==> src/hdl/stsel_pkg.sv <==
// Shared types, codes and constants for the symbiosis transfer selector.
// Used by every module in this folder; depends on nothing.
package stsel_pkg;

   localparam int NUM_TASKS_DEF  = 8;
   localparam int COUNT_BITS_DEF = 32;
   localparam int TASK_BITS      = 3;
   localparam int RANK_BITS      = 10;
   localparam int N_BITS         = 10;
   localparam int RATIO_BITS     = 16;
   localparam int NUM_OUTCOMES   = 6;
   localparam logic [N_BITS-1:0] OFFSPRING_RESET = 10'd100;

   typedef enum logic {
      OP_RECORD = 1'b0,
      OP_SELECT = 1'b1
   } op_type;

   // Values of the six counting outcomes double as field positions in a counter entry.
   typedef enum logic [2:0] {
      OC_BOTH_GOOD    = 3'd0,
      OC_GOOD_NEUTRAL = 3'd1,
      OC_GOOD_HARM    = 3'd2,
      OC_BOTH_NEUTRAL = 3'd3,
      OC_NEUTRAL_HARM = 3'd4,
      OC_BOTH_HARM    = 3'd5,
      OC_NONE         = 3'd6
   } outcome_type;

   typedef enum logic [1:0] {
      CMD_NULL   = 2'd0,
      CMD_RECORD = 2'd1,
      CMD_SELECT = 2'd2
   } cmd_kind_type;

   typedef enum logic [3:0] {
      ST_CLEAR,
      ST_IDLE,
      ST_READ,
      ST_LOAD,
      ST_SUM,
      ST_DIV,
      ST_PICK,
      ST_MUL,
      ST_TDIV,
      ST_DONE
   } back_state_type;

   typedef struct packed {
      logic                 operation;
      logic [TASK_BITS-1:0] task_a;
      logic [TASK_BITS-1:0] task_b;
      logic [RANK_BITS-1:0] rank_own;
      logic [RANK_BITS-1:0] rank_other;
   } req_type;

   typedef struct packed {
      logic                  undefined_outcome;
      logic [TASK_BITS-1:0]  best_partner;
      logic [RATIO_BITS-1:0] best_ratio;
      logic [N_BITS-1:0]     transfer_count;
   } rsp_type;

   typedef struct packed {
      cmd_kind_type         kind;
      outcome_type          outcome;
      logic [TASK_BITS-1:0] task_a;
      logic [TASK_BITS-1:0] task_b;
      logic [N_BITS-1:0]    n;
   } cmd_type;

endpackage

==> src/hdl/stsel_queue.sv <==
// Two-entry command queue between the front end and the back end.
// Depends on stsel_pkg.
module stsel_queue (
   input  logic               clock,
   input  logic               reset,
   input  logic               push,
   input  stsel_pkg::cmd_type push_cmd,
   input  logic               pop,
   output logic               full,
   output logic               valid,
   output stsel_pkg::cmd_type head
);

   stsel_pkg::cmd_type entry_ff [2];
   logic       wr_ptr_ff, wr_ptr_in;
   logic       rd_ptr_ff, rd_ptr_in;
   logic [1:0] count_ff, count_in;

   assign full  = count_ff == 2'd2;
   assign valid = count_ff != 2'd0;
   assign head  = entry_ff[rd_ptr_ff];

   always_comb begin
      wr_ptr_in = push ? ~wr_ptr_ff : wr_ptr_ff;
      rd_ptr_in = pop ? ~rd_ptr_ff : rd_ptr_ff;
      count_in  = count_ff + 2'(push) - 2'(pop);
   end

   always_ff @(posedge clock) begin
      if (reset) begin
         wr_ptr_ff <= 1'b0;
         rd_ptr_ff <= 1'b0;
         count_ff  <= 2'd0;
      end else begin
         wr_ptr_ff <= wr_ptr_in;
         rd_ptr_ff <= rd_ptr_in;
         count_ff  <= count_in;
      end
   end

   always_ff @(posedge clock) begin
      if (push) begin
         entry_ff[wr_ptr_ff] <= push_cmd;
      end
   end

`ifndef NO_ASSERTIONS
   a_pop_nonempty: assert property (@(posedge clock) disable iff (reset)
      pop |-> count_ff != 2'd0)
      else $error("queue popped while empty");
   a_count_bound: assert property (@(posedge clock) disable iff (reset)
      count_ff != 2'd3)
      else $error("queue count out of range");
   a_count_track: assert property (@(posedge clock) disable iff (reset)
      (push && !pop) |=> count_ff == $past(count_ff) + 2'd1)
      else $error("queue count did not advance on push");
`endif

endmodule

==> config.mk <==
export PLATFORM = sky130hd
export DESIGN_NAME = stsel_queue
export DESIGN_NICKNAME = d
export VERILOG_FILES = /design/src/hdl/stsel_pkg.sv /design/src/hdl/stsel_queue.sv
export SDC_FILE = /design/constraint.sdc
export NUM_CORES = 1
export LEC_CHECK = 0
export BUFFER_PORTS_ARGS = -buffer_cell sky130_fd_sc_hd__buf_2
export CORE_MARGIN = 5
export CORE_UTILIZATION = 55
export DETAILED_ROUTE_END_ITERATION = 8
export PLACE_DENSITY = 0.9
export SYNTH_ARGS = -nofsm -noshare
export SYNTH_HDL_FRONTEND = slang
export SYNTH_SLANG_ARGS = --single-unit
==> constraint.sdc <==
create_clock -name clock -period 2.6 [get_ports clock]
set_input_delay 0.26 -clock clock [delete_from_list [all_inputs] [get_ports clock]]
set_output_delay 0.26 -clock clock [all_outputs]
set_load 0.005 [all_outputs]
; ---- Word level (Yosys, flattened, before mapping)
; Memory sizes are Yosys's and may differ from the RTL's. A register that Yosys moved wholly into a read port is not among the register bits.
; Cells that the tools add are included.
[op_classes]
shifts = 0
n_reduce_logical = 1
n_addsub = 2
bitwise_logic = 2
n_mux = 4
div_mod_pow = 0
eq_ne = 1
mul = 0
magnitude_cmp = 0
[op_table]
columns = op, count
row1 = 2-to-1 mux 1 bit, 4
row2 = adder 2 x 1 -> 2 bit, 1
row3 = == test 2 bit (second input constant), 1
row4 = inverter 1 bit, 2
row5 = nonzero test 2 bit, 1
row6 = subtractor 2 x 1 -> 2 bit, 1
[totals]
ramBits = 42
rom_bits = 0
regBits = 4
latchBits = 0
mem_count = 1
out_inout_bits = 23
word_cells = 14
in_bits = 25
[mem_list]
columns = name, words, width, rd, rd_ports_with_merged_regs, write_ports, line_no
row1 = entry_ff, 2, 21, 1, 1, 1, stsel_queue.sv:14  ; stsel_pkg::cmd_type entry_ff [2];

; ---- Logic depth before layout (Yosys ltp)
[depth]
depth_word = 3
depth_mapped = 6
mapped_depth_nobuf = 6

; ---- Worst setup path before layout
; Ideal clock, no wire load.
[synth_timing]
path_type = flip-flop to flip-flop
from = reg wr_ptr_ff
to = mem entry_ff[0][0] in the netlist's numbering (enable)
arrival_time_ns = 1.284
slack_ns = 0.915
path_buffers = 0
synth_period_minus_slack_ns = 1.685
setup_time_ns = 0.401
required_time_ns = 2.199
path_stages_with_launch = 2
path_cell_list = dfxtp_1 > nor2b_1
[synth_rtl]
columns = item, line_no
row1 = start: declaration, stsel_queue.sv:15  ; logic wr_ptr_ff, wr_ptr_in;
row2 = start signal: assignment, stsel_queue.sv:35  ; wr_ptr_ff <= wr_ptr_in;
row3 = end: declaration, stsel_queue.sv:14
; No word-level cell before the write port.

==> flow_summary.json <==
{
  "num_antenna_cells": 0,
  "die_y_um": 67.44,
  "grt_remaining_overflow": 0,
  "wirelength_um": 2989,
  "cts.clk_slew.worst_paths_ps": 120,
  "root_buffer": "clkbuf_4",
  "fin_ws_ps": 810.0,
  "maxCapViolCount": 0,
  "yosysSeqAreaShare_pct": 75.03,
  "syn_inst": 86,
  "grt_antenna_before_repair": 0,
  "syn_nets": 113,
  "routabilityCongestion": 0.6596,
  "areaGrowthSynthToFinish_pct": 18.69,
  "viasPerCell": 4.897,
  "grt_pass1_vias": 952,
  "worstSkewPairLatency_ps": 340,
  "final_hold_viol_count": 0,
  "cts_tree": "done",
  "tightestPinTransition_ps": 490.1,
  "h-tree-depth": 2,
  "max-slew-margin-rel_pct": 67.18,
  "crit_type": "reg2out",
  "ant_nets": 0,
  "drt_iter0_drc": 60,
  "syn_area_um2": 1814,
  "final_nets": 168,
  "synth.avg_cell_area_um2": 21.10,
  "finalPower_mw": 1.417,
  "finalMaxSlewViolations": 0,
  "setup_viol": 0,
  "tns_ps": 0,
  "ys_ff_latch": 47,
  "endpoint_kind": "primary output",
  "wl_met1_um": 1104,
  "drive_gt1_share_pct": 54.61,
  "yosys_warnings": 0,
  "cts_setup_buffers": 0,
  "final_cell_area_um2": 2153,
  "clock_path_buffers": 2,
  "critPathArrivalTime_ps": 1530,
  "rr_startpoint": "wr_ptr_ff$_SDFFE_PP0P_",
  "synth_cell_types": 13,
  "grt_max_degree": 22,
  "num_rows": 20,
  "port_buffers": 47,
  "power_per_cell_area_nw_per_um2": 657.8,
  "holdWs_ps": 95.64,
  "coreArea_um2": 3103,
  "routedWlPerCell_um": 16.16,
  "reg2reg_to": "entry_ff[0][17]$_DFFE_PP_",
  "rsz0062_at_grt": "false",
  "place_ws_ps": 1122,
  "ff2ff_path_depth": 2,
  "yosys-mux-area-fraction_pct": 17.17,
  "wl_met3_um": 204,
  "io_pins": 48,
  "start_util_pct": 58.47,
  "outcome": "completed",
  "endpoint": "head[20]",
  "cts.sinks": 47,
  "die_w_um": 67.44,
  "top_layer_used": "met4",
  "synth_xor_area_share_pct": 2.207,
  "synth-simple-area-share_pct": 2.552,
  "wl_met2_um": 1623,
  "rrSetupSlack_ps": 1220,
  "required_ps": 2340,
  "vdd_drop_max_mv": 0.4659,
  "clock.fmax_mhz": 558.7,
  "finalCriticalPeriod_ps": 1790,
  "hp-class": "in2reg",
  "final_cell_mix": "buf_2, edfxtp_1, mux2_4",
  "leakage_nw": 0.8815,
  "cts_hold_buffers": 0,
  "drc_errors": 0,
  "grt.total_usage_pct": 14.92,
  "numCtsBuffers": 5,
  "start_kind": "flop",
  "drtPass1Iterations": 4,
  "synth_top_family_by_area": "multiplexers",
  "dieArea_um2": 4547,
  "dpl_cell_area_um2": 2107,
  "fin_worst_skew_ps": 7.428,
  "hpwlAfterDp_um": 2221,
  "post_cts_resized": 0,
  "vias": 906,
  "fin_crit_sh_pct": 68.84,
  "grt_pass1_wl_um": 4685,
  "cp_max_fo": 21,
  "synth-compound-area-share_pct": 0,
  "final_common_cell": "buf_2",
  "yosys.area_share.adder_pct": 1.379
}
-- worst min path at each step --
stage,end,cells past startpoint,startpoint
2_1_floorplan,count_ff[0]$_SDFF_PP0_,1,reset
3_3_place_gp,entry_ff[1][6]$_DFFE_PP_,1,push_cmd[6]
3_5_place_dp,entry_ff[0][3]$_DFFE_PP_,1,push_cmd[3]
4_1_cts,entry_ff[0][13]$_DFFE_PP_,1,push_cmd[13]
5_1_grt,entry_ff[0][16]$_DFFE_PP_,1,push_cmd[16]
6_report,entry_ff[0][13]$_DFFE_PP_,1,push_cmd[13]
-- state kept, by name, summed over array words and instances, names as in the netlist, named ones only --
signal,flops
rd_ptr_ff,1
count_ff,2
wr_ptr_ff,1
entry_ff,42
-- synthesized netlist by cell type (all sizes together) --
cell | n | area [um^2]
xnor3 | 1 | 22.52
inv | 2 | 7.510
mux2 | 21 | 311.6
xnor2 | 2 | 17.52
dfxtp | 5 | 100.1
nor2 | 4 | 15.01
edfxtp | 42 | 1261
or2 | 1 | 6.260
and2 | 1 | 6.260
buf | 2 | 22.52
nor2b | 3 | 18.77
ha | 2 | 25.02
-- cell type report --
type	count	area (um^2)
Clock buffer	5	37.54
Clock inverter	2	8.758
Fill cell	223	949.7
Inverter	2	7.507
Multi-Input combinational cell	35	425.4
Sequential cell	47	1361
Tap cell	44	55.05
Timing Repair Buffer	50	257.7
-- cells by family (layout without fill, tap and decap cells) --
logic type | Yosys count | count (layout)
buf+inv | 4 | 59
flops | 47 | 47
xor+xnor | 3 | 3
simple gates | 9 | 9
mux | 21 | 21
fa+ha+maj | 2 | 2
-- critical path, cell delays in order (launching register included) --
cell     delay, ps
dfxtp_1        330
buf_4          350
mux2_1         380
buf_2          130
-- layer usage --
| layer | vias to the layer above | track usage, % |
|---|---|---|
| met5 | - | 0 |
| met4 | 0 | 7.595 |
| met3 | 7 | 3.661 |
| met2 | 39 | 26.99 |
| met1 | 427 | 16.07 |
| li1 | 433 | - |
-- power by group --
group | total [mW] | internal, mW | switching [mW]
Clock | 0.297 | 0.0961 | 0.201
Combinational | 0.222 | 0.129 | 0.0926
Sequential | 0.898 | 0.879 | 0.0192
-- metrics by stage --
stage | utilization [%] | cells
after global routing | 69.40 | 185
after global placement | 67.90 | 178
final | 69.40 | 185
after floorplan | - | 86
after CTS | 69.40 | 185
after detailed placement | 67.90 | 178
Power figures use the tool's default switching activity.
