**config.mk**
```make
export PLATFORM = sky130hd
export DESIGN_NAME = stsel_front
export DESIGN_NICKNAME = d
export VERILOG_FILES = /design/src/hdl/stsel_pkg.sv /design/src/hdl/stsel_front.sv
export SDC_FILE = /design/constraint.sdc
export NUM_CORES = 1
export LEC_CHECK = 0
export ABC_AREA = 1
export BUFFER_PORTS_ARGS = -buffer_cell sky130_fd_sc_hd__buf_2
export CORE_MARGIN = 5
export CORE_UTILIZATION = 53
export DETAILED_ROUTE_END_ITERATION = 8
export MAX_ROUTING_LAYER = met4
export PLACE_DENSITY = 0.95
export SLEW_MARGIN = 25
export SYNTH_ARGS = -nofsm -noshare
export SYNTH_HDL_FRONTEND = slang
export SYNTH_SLANG_ARGS = --single-unit
export TNS_END_PERCENT = 20
```
**constraint.sdc**
```tcl
create_clock -name vclk -period 3.7
set_clock_uncertainty 0.1 [all_clocks]
set_input_delay 0.37 -clock vclk [all_inputs]
set_output_delay 0.37 -clock vclk [all_outputs]
set_load 0.02 [all_outputs]
```
**src/hdl/stsel_pkg.sv**
```systemverilog
// Shared types, codes and constants for the symbiosis transfer selector.
// Used by every module in this folder; depends on nothing.
package stsel_pkg;

   localparam int NUM_TASKS_DEF  = 8;
   localparam int COUNT_BITS_DEF = 32;
   localparam int TASK_BITS      = 3;
   localparam int RANK_BITS      = 10;
   localparam int N_BITS         = 10;
   localparam int RATIO_BITS     = 16;
   localparam int NUM_OUTCOMES   = 6;
   localparam logic [N_BITS-1:0] OFFSPRING_RESET = 10'd100;

   typedef enum logic {
      OP_RECORD = 1'b0,
      OP_SELECT = 1'b1
   } op_type;

   // Values of the six counting outcomes double as field positions in a counter entry.
   typedef enum logic [2:0] {
      OC_BOTH_GOOD    = 3'd0,
      OC_GOOD_NEUTRAL = 3'd1,
      OC_GOOD_HARM    = 3'd2,
      OC_BOTH_NEUTRAL = 3'd3,
      OC_NEUTRAL_HARM = 3'd4,
      OC_BOTH_HARM    = 3'd5,
      OC_NONE         = 3'd6
   } outcome_type;

   typedef enum logic [1:0] {
      CMD_NULL   = 2'd0,
      CMD_RECORD = 2'd1,
      CMD_SELECT = 2'd2
   } cmd_kind_type;

   typedef enum logic [3:0] {
      ST_CLEAR,
      ST_IDLE,
      ST_READ,
      ST_LOAD,
      ST_SUM,
      ST_DIV,
      ST_PICK,
      ST_MUL,
      ST_TDIV,
      ST_DONE
   } back_state_type;

   typedef struct packed {
      logic                 operation;
      logic [TASK_BITS-1:0] task_a;
      logic [TASK_BITS-1:0] task_b;
      logic [RANK_BITS-1:0] rank_own;
      logic [RANK_BITS-1:0] rank_other;
   } req_type;

   typedef struct packed {
      logic                  undefined_outcome;
      logic [TASK_BITS-1:0]  best_partner;
      logic [RATIO_BITS-1:0] best_ratio;
      logic [N_BITS-1:0]     transfer_count;
   } rsp_type;

   typedef struct packed {
      cmd_kind_type         kind;
      outcome_type          outcome;
      logic [TASK_BITS-1:0] task_a;
      logic [TASK_BITS-1:0] task_b;
      logic [N_BITS-1:0]    n;
   } cmd_type;

endpackage

```
**src/hdl/stsel_front.sv**
```systemverilog
// Front end: classifies an incoming transfer into a back-end command.
// Depends on stsel_pkg.
module stsel_front #(
   parameter int NUM_TASKS = stsel_pkg::NUM_TASKS_DEF
) (
   input  stsel_pkg::req_type           req,
   input  logic [stsel_pkg::N_BITS-1:0] n,
   output stsel_pkg::cmd_type           cmd
);

   localparam int CMP_W = 7;

   logic bad_a;
   logic bad_b;
   logic [stsel_pkg::RANK_BITS+1:0] own_x4;
   logic [stsel_pkg::RANK_BITS+1:0] own_x2;
   logic [stsel_pkg::RANK_BITS+1:0] oth_x4;
   logic [stsel_pkg::RANK_BITS+1:0] oth_x2;
   logic [stsel_pkg::RANK_BITS+1:0] n_ext;
   logic og;
   logic oh;
   logic sg;
   logic sh;

   assign bad_a  = CMP_W'(req.task_a) >= CMP_W'(NUM_TASKS);
   assign bad_b  = CMP_W'(req.task_b) >= CMP_W'(NUM_TASKS);
   assign own_x4 = {req.rank_own, 2'b00};
   assign own_x2 = {1'b0, req.rank_own, 1'b0};
   assign oth_x4 = {req.rank_other, 2'b00};
   assign oth_x2 = {1'b0, req.rank_other, 1'b0};
   assign n_ext  = {2'b00, n};
   assign og     = own_x4 <= n_ext;
   assign oh     = own_x2 <= n_ext;
   assign sg     = oth_x4 <= n_ext;
   assign sh     = oth_x2 <= n_ext;

   always_comb begin
      cmd.task_a  = req.task_a;
      cmd.task_b  = req.task_b;
      cmd.n       = n;
      cmd.outcome = stsel_pkg::OC_NONE;
      priority if (og && sg) cmd.outcome = stsel_pkg::OC_BOTH_GOOD;
      else if (og && sh)     cmd.outcome = stsel_pkg::OC_GOOD_NEUTRAL;
      else if (og)           cmd.outcome = stsel_pkg::OC_GOOD_HARM;
      else if (oh && sh)     cmd.outcome = stsel_pkg::OC_BOTH_NEUTRAL;
      else if (oh)           cmd.outcome = stsel_pkg::OC_NEUTRAL_HARM;
      else if (!sh)          cmd.outcome = stsel_pkg::OC_BOTH_HARM;
      else                   cmd.outcome = stsel_pkg::OC_NONE;
      // Drop items naming a task beyond the configured count; a select checks only task_a.
      if (req.operation == stsel_pkg::OP_SELECT) begin
         cmd.kind = bad_a ? stsel_pkg::CMD_NULL : stsel_pkg::CMD_SELECT;
      end else begin
         cmd.kind = (bad_a || bad_b) ? stsel_pkg::CMD_NULL : stsel_pkg::CMD_RECORD;
      end
   end

endmodule

```
## After elaboration in Yosys (flattened, before gate mapping)

Index checks and enable logic that the tools add are counted.

- Output and inout bits: 21
- Register bits after elaboration: 0
- Input port bits: 37
- Word-level logic and storage cells: 14

- Mux-type cells: 7
- Reductions and logical operators: 3
- Order comparisons: 4

Operators with widths:

| cell | number |
|---|---|
| 12-bit by 10-bit less-or-equal comparator with 1-bit output | 2 |
| 11-bit by 10-bit less-or-equal comparator with 1-bit output | 2 |
| 3-bit two-way mux | 4 |
| 2-bit two-way mux | 3 |
| 1-bit logical AND | 3 |

## Logic depth before layout (Yosys ltp)

- Depth in word-level cells: 7
- Depth in mapped cells: 12
- Gate-level depth less buffers: 12

## Worst setup path after synthesis

Ideal clock, no wire load.

- Path kind: input -> output
- From: input n[9] (netlist bit)
- To: output cmd[16] (netlist bit)
- Required time: 3.230 ns
- Buffers on the path: 0
- Path slack: 1.464 ns
- Arrival: 1.766 ns
- Stages on the path: 11
- Path through: inv_1 ha_1 nand2_1 nor2_1 nand2_1 inv_1 o21ai_0 a21o_1 ha_1 nand3b_1 nand2_1

RTL lines:

| item | RTL line | source |
|---|---|---|
| from (decl) | stsel_front.sv:7 | `input logic [stsel_pkg::N_BITS-1:0] n,` |
| to (decl) | stsel_front.sv:8 | `output stsel_pkg::cmd_type cmd` |

==> out/results.md <==
| Group | Item | Value |
|:---|:---|:---|
| critical path | Crit path launch type | input port |
| final layout | Seq. cell area | 0 sq um |
| sta | Remaining max-slew budget at the tightest pin | 86.80% |
| final layout | Commonest non-fill, non-tap cell in the layout | sky130_fd_sc_hd__buf_2 |
| die | Effective utilization at floorplan | 54.48% |
| sta | Setup total negative slack | 0 ps |
| global routing | Met3 Resource Use GR | 0.2262% |
| global routing | Number of global-route vias before repair | 1091 |
| logic synthesis | Average footprint of a synthesized cell | 6.821 sq um |
| logic synthesis | Cell area after synthesis | 1194 sq um |
| sta | Maximum achievable frequency | 391.1 MHz |
| die | Height of the die | 57.46 um |
| global routing | Most used routing layer in global routing | met2 |
| sta | Pins over their slew limit | 0 |
| critical path | Worst path arrival time | 2090 ps |
| final layout | Clock buffer cells | 0 |
| critical path | Class of the most critical setup path | input port to output port |
| placement | Detail Placement HPWL | 2326 um |
| sta | Worst setup slack after layout | 1143 ps |
| drt | Total wirelength of the detailed-routed design | 2450 um |
| clock network | Buffers inserted by post-CTS timing repair | 0 |
| sta | Clock period minus worst slack | 2557 ps |
| flow run | Max capacitance violation total | 0 |
| logic synthesis | Sequential-to-total area share from yosys stat | 0% |
| final layout | Signed area change from the synthesized netlist to the final layout | 11.53% |
| placement | Routability Congestion | 0.7584 |
| drt | DRT iter0 DRCs | 3 |
| global routing | GR met1 Demand/Resource | 16.01% |
| pwr | Power per unit of standard cell area | 115.1 nW/um^2 |
| logic synthesis | Count of distinct cell types in the synthesized netlist | 25 |
| global routing | Maximum number of pins on one net before global-route repair | 5 |
| sta | Final hold violations | 0 |
| outcome | Run status | finished, final reports clean |
| final layout | Number of nets in the finished design | 279 |
| pwr | Worst voltage drop across the vdd grid | 0.00005489 V |
| final layout | Fraction of layout cells with a size suffix above 1 | 31.86% |
| global routing | Number of antenna violations at the first check in global routing | 0 |
| drt | Average wire length per cell after detail routing | 10.56 um |
| sta | Worst slew pin tran | 198.0 ps |
| sta | Share of the clock period used by the worst path | 69.11% |
| final layout | Top library cells by usage in the layout, fill and taps aside | 46 x sky130_fd_sc_hd__buf_2, 43 x sky130_fd_sc_hd__nand2_1, 36 x sky130_fd_sc_hd__ha_1 |
| critical path | Critical path fanouts, max | 4 |
| logic synthesis | Warnings, synthesis | 0 |
| die | Chip Width | 57.46 um |
| placement | # port buffers | 46 |
| drt | Number of search-and-repair iterations in the first detailed-routing pass | 3 |
| sta | Number of setup violations in the final report | 0 |
| die | Top-level I/O count | 58 |
| pwr | Leak | 0.8252 nW |
| final layout | Count of sequential standard cells | 0 |
| clock network | Resized Gates After CTS | 0 |
| drt | Antenna-violating nets left | 0 |
| drt | DRC | 0 |
| logic synthesis | Number of nets in the synthesized netlist | 248 |
| drt | Total via count after detailed routing | 1157 |
| logic synthesis | Number of standard cells after synthesis | 175 |
| placement | Worst slack at placement | 1147 ps |
| die | Core Region | 2191 sq um |
| die | Row count | 17 |
| hold path | Worst min path class | input port to output port |
| global routing | Met2 usage | 29.03% |
| die | Die ar. | 3301 sq um |
| critical path | Critical Path RT | 3230 ps |
| drt | Per-cell via count in the routed design | 4.987 |
| sta | RSZ-0062 raised after global routing | no |
| clock network | Hold bufs inserted after CTS | 0 |
| critical path | Critical Path End Type | output port |
| global routing | Gr ovfl total | 0 |
| final layout | Count of inserted antenna diode cells | 0 |
| sta | Worst hold slack | 640.0 ps |
| global routing | Overall routing resource usage | 14.76% |
| global routing | Global-route wire length before repair | 4015 um |
[power breakdown]
group	total (W)	internal, W	switching [W]
logic	0.000153	0.0000626	0.0000907
registers	0	0	0
clock network	0	0	0
[final timing paths]
kind	end	slack, ps	start	cells past startpoint
setup / recovery	cmd[16]	1140	n[9]	13
hold / removal	cmd[10]	640	req[20]	0
[layout make-up]
cell class	instances	area, sq um
tap	28	35.03
fill	220	859.6
multi-input combinational	131	963.4
timing repair buffer	46	230.2
inverter	27	102.6
[layer usage]
metal	share of wire, %	wire length, um
met1	40	990
met2	52	1279
met3	5.8	143
met4	1.5	36
met5	0	0
[kinds of logic after synthesis]
logic type	Yosys count	synth area share, %
buffers and inverters	44	19.29
AO/OA/AOI/OAI	16	7.757
AND/OR/NAND/NOR	79	35.22
adder cells (fa/ha/maj)	36	37.74
[stage by stage]
step / utilization, % / power, W / cells / area [sq um]
6_report: 60.77 / 0.0001533 / 232 / 1331
5_1_grt: 60.77 / 0.0001749 / 232 / 1331
3_5_place_dp: 60.77 / 0.0001539 / 232 / 1331
4_1_cts: 60.77 / 0.0001549 / 232 / 1331
2_1_floorplan: - / 0.0001198 / 175 / 1194
3_3_place_gp: 60.77 / 0.0001477 / 232 / 1331
[Yosys cell counts, drive strengths merged]
library cell / count / area (sq um)
nand2: 46 / 190.2
ha: 36 / 450.4
inv: 26 / 97.60
buf: 17 / 127.6
nor2: 14 / 80.07
a21oi: 11 / 55.05
nand3: 11 / 75.07
nand3b: 3 / 35.03
nor3: 2 / 15.01
o21ai: 2 / 10.01
a211o: 1 / 8.760
a21boi: 1 / 11.26
a21o: 1 / 7.510
clkinv: 1 / 5.000
nand4: 1 / 6.260
nor3b: 1 / 12.51
or2: 1 / 6.260
[worst max-delay path: stages]
cell                       delay (ps)
sky130_fd_sc_hd__buf_2             80
sky130_fd_sc_hd__inv_1             90
sky130_fd_sc_hd__ha_1             320
sky130_fd_sc_hd__nand2_1           60
sky130_fd_sc_hd__nor2_1           140
sky130_fd_sc_hd__nand2_1          110
sky130_fd_sc_hd__inv_1             60
sky130_fd_sc_hd__o21ai_0           70
sky130_fd_sc_hd__a21o_1           160
sky130_fd_sc_hd__ha_1             270
sky130_fd_sc_hd__nand3b_1         150
sky130_fd_sc_hd__nand2_1           60
sky130_fd_sc_hd__buf_2            150
Power figures use the tool's default switching activity.
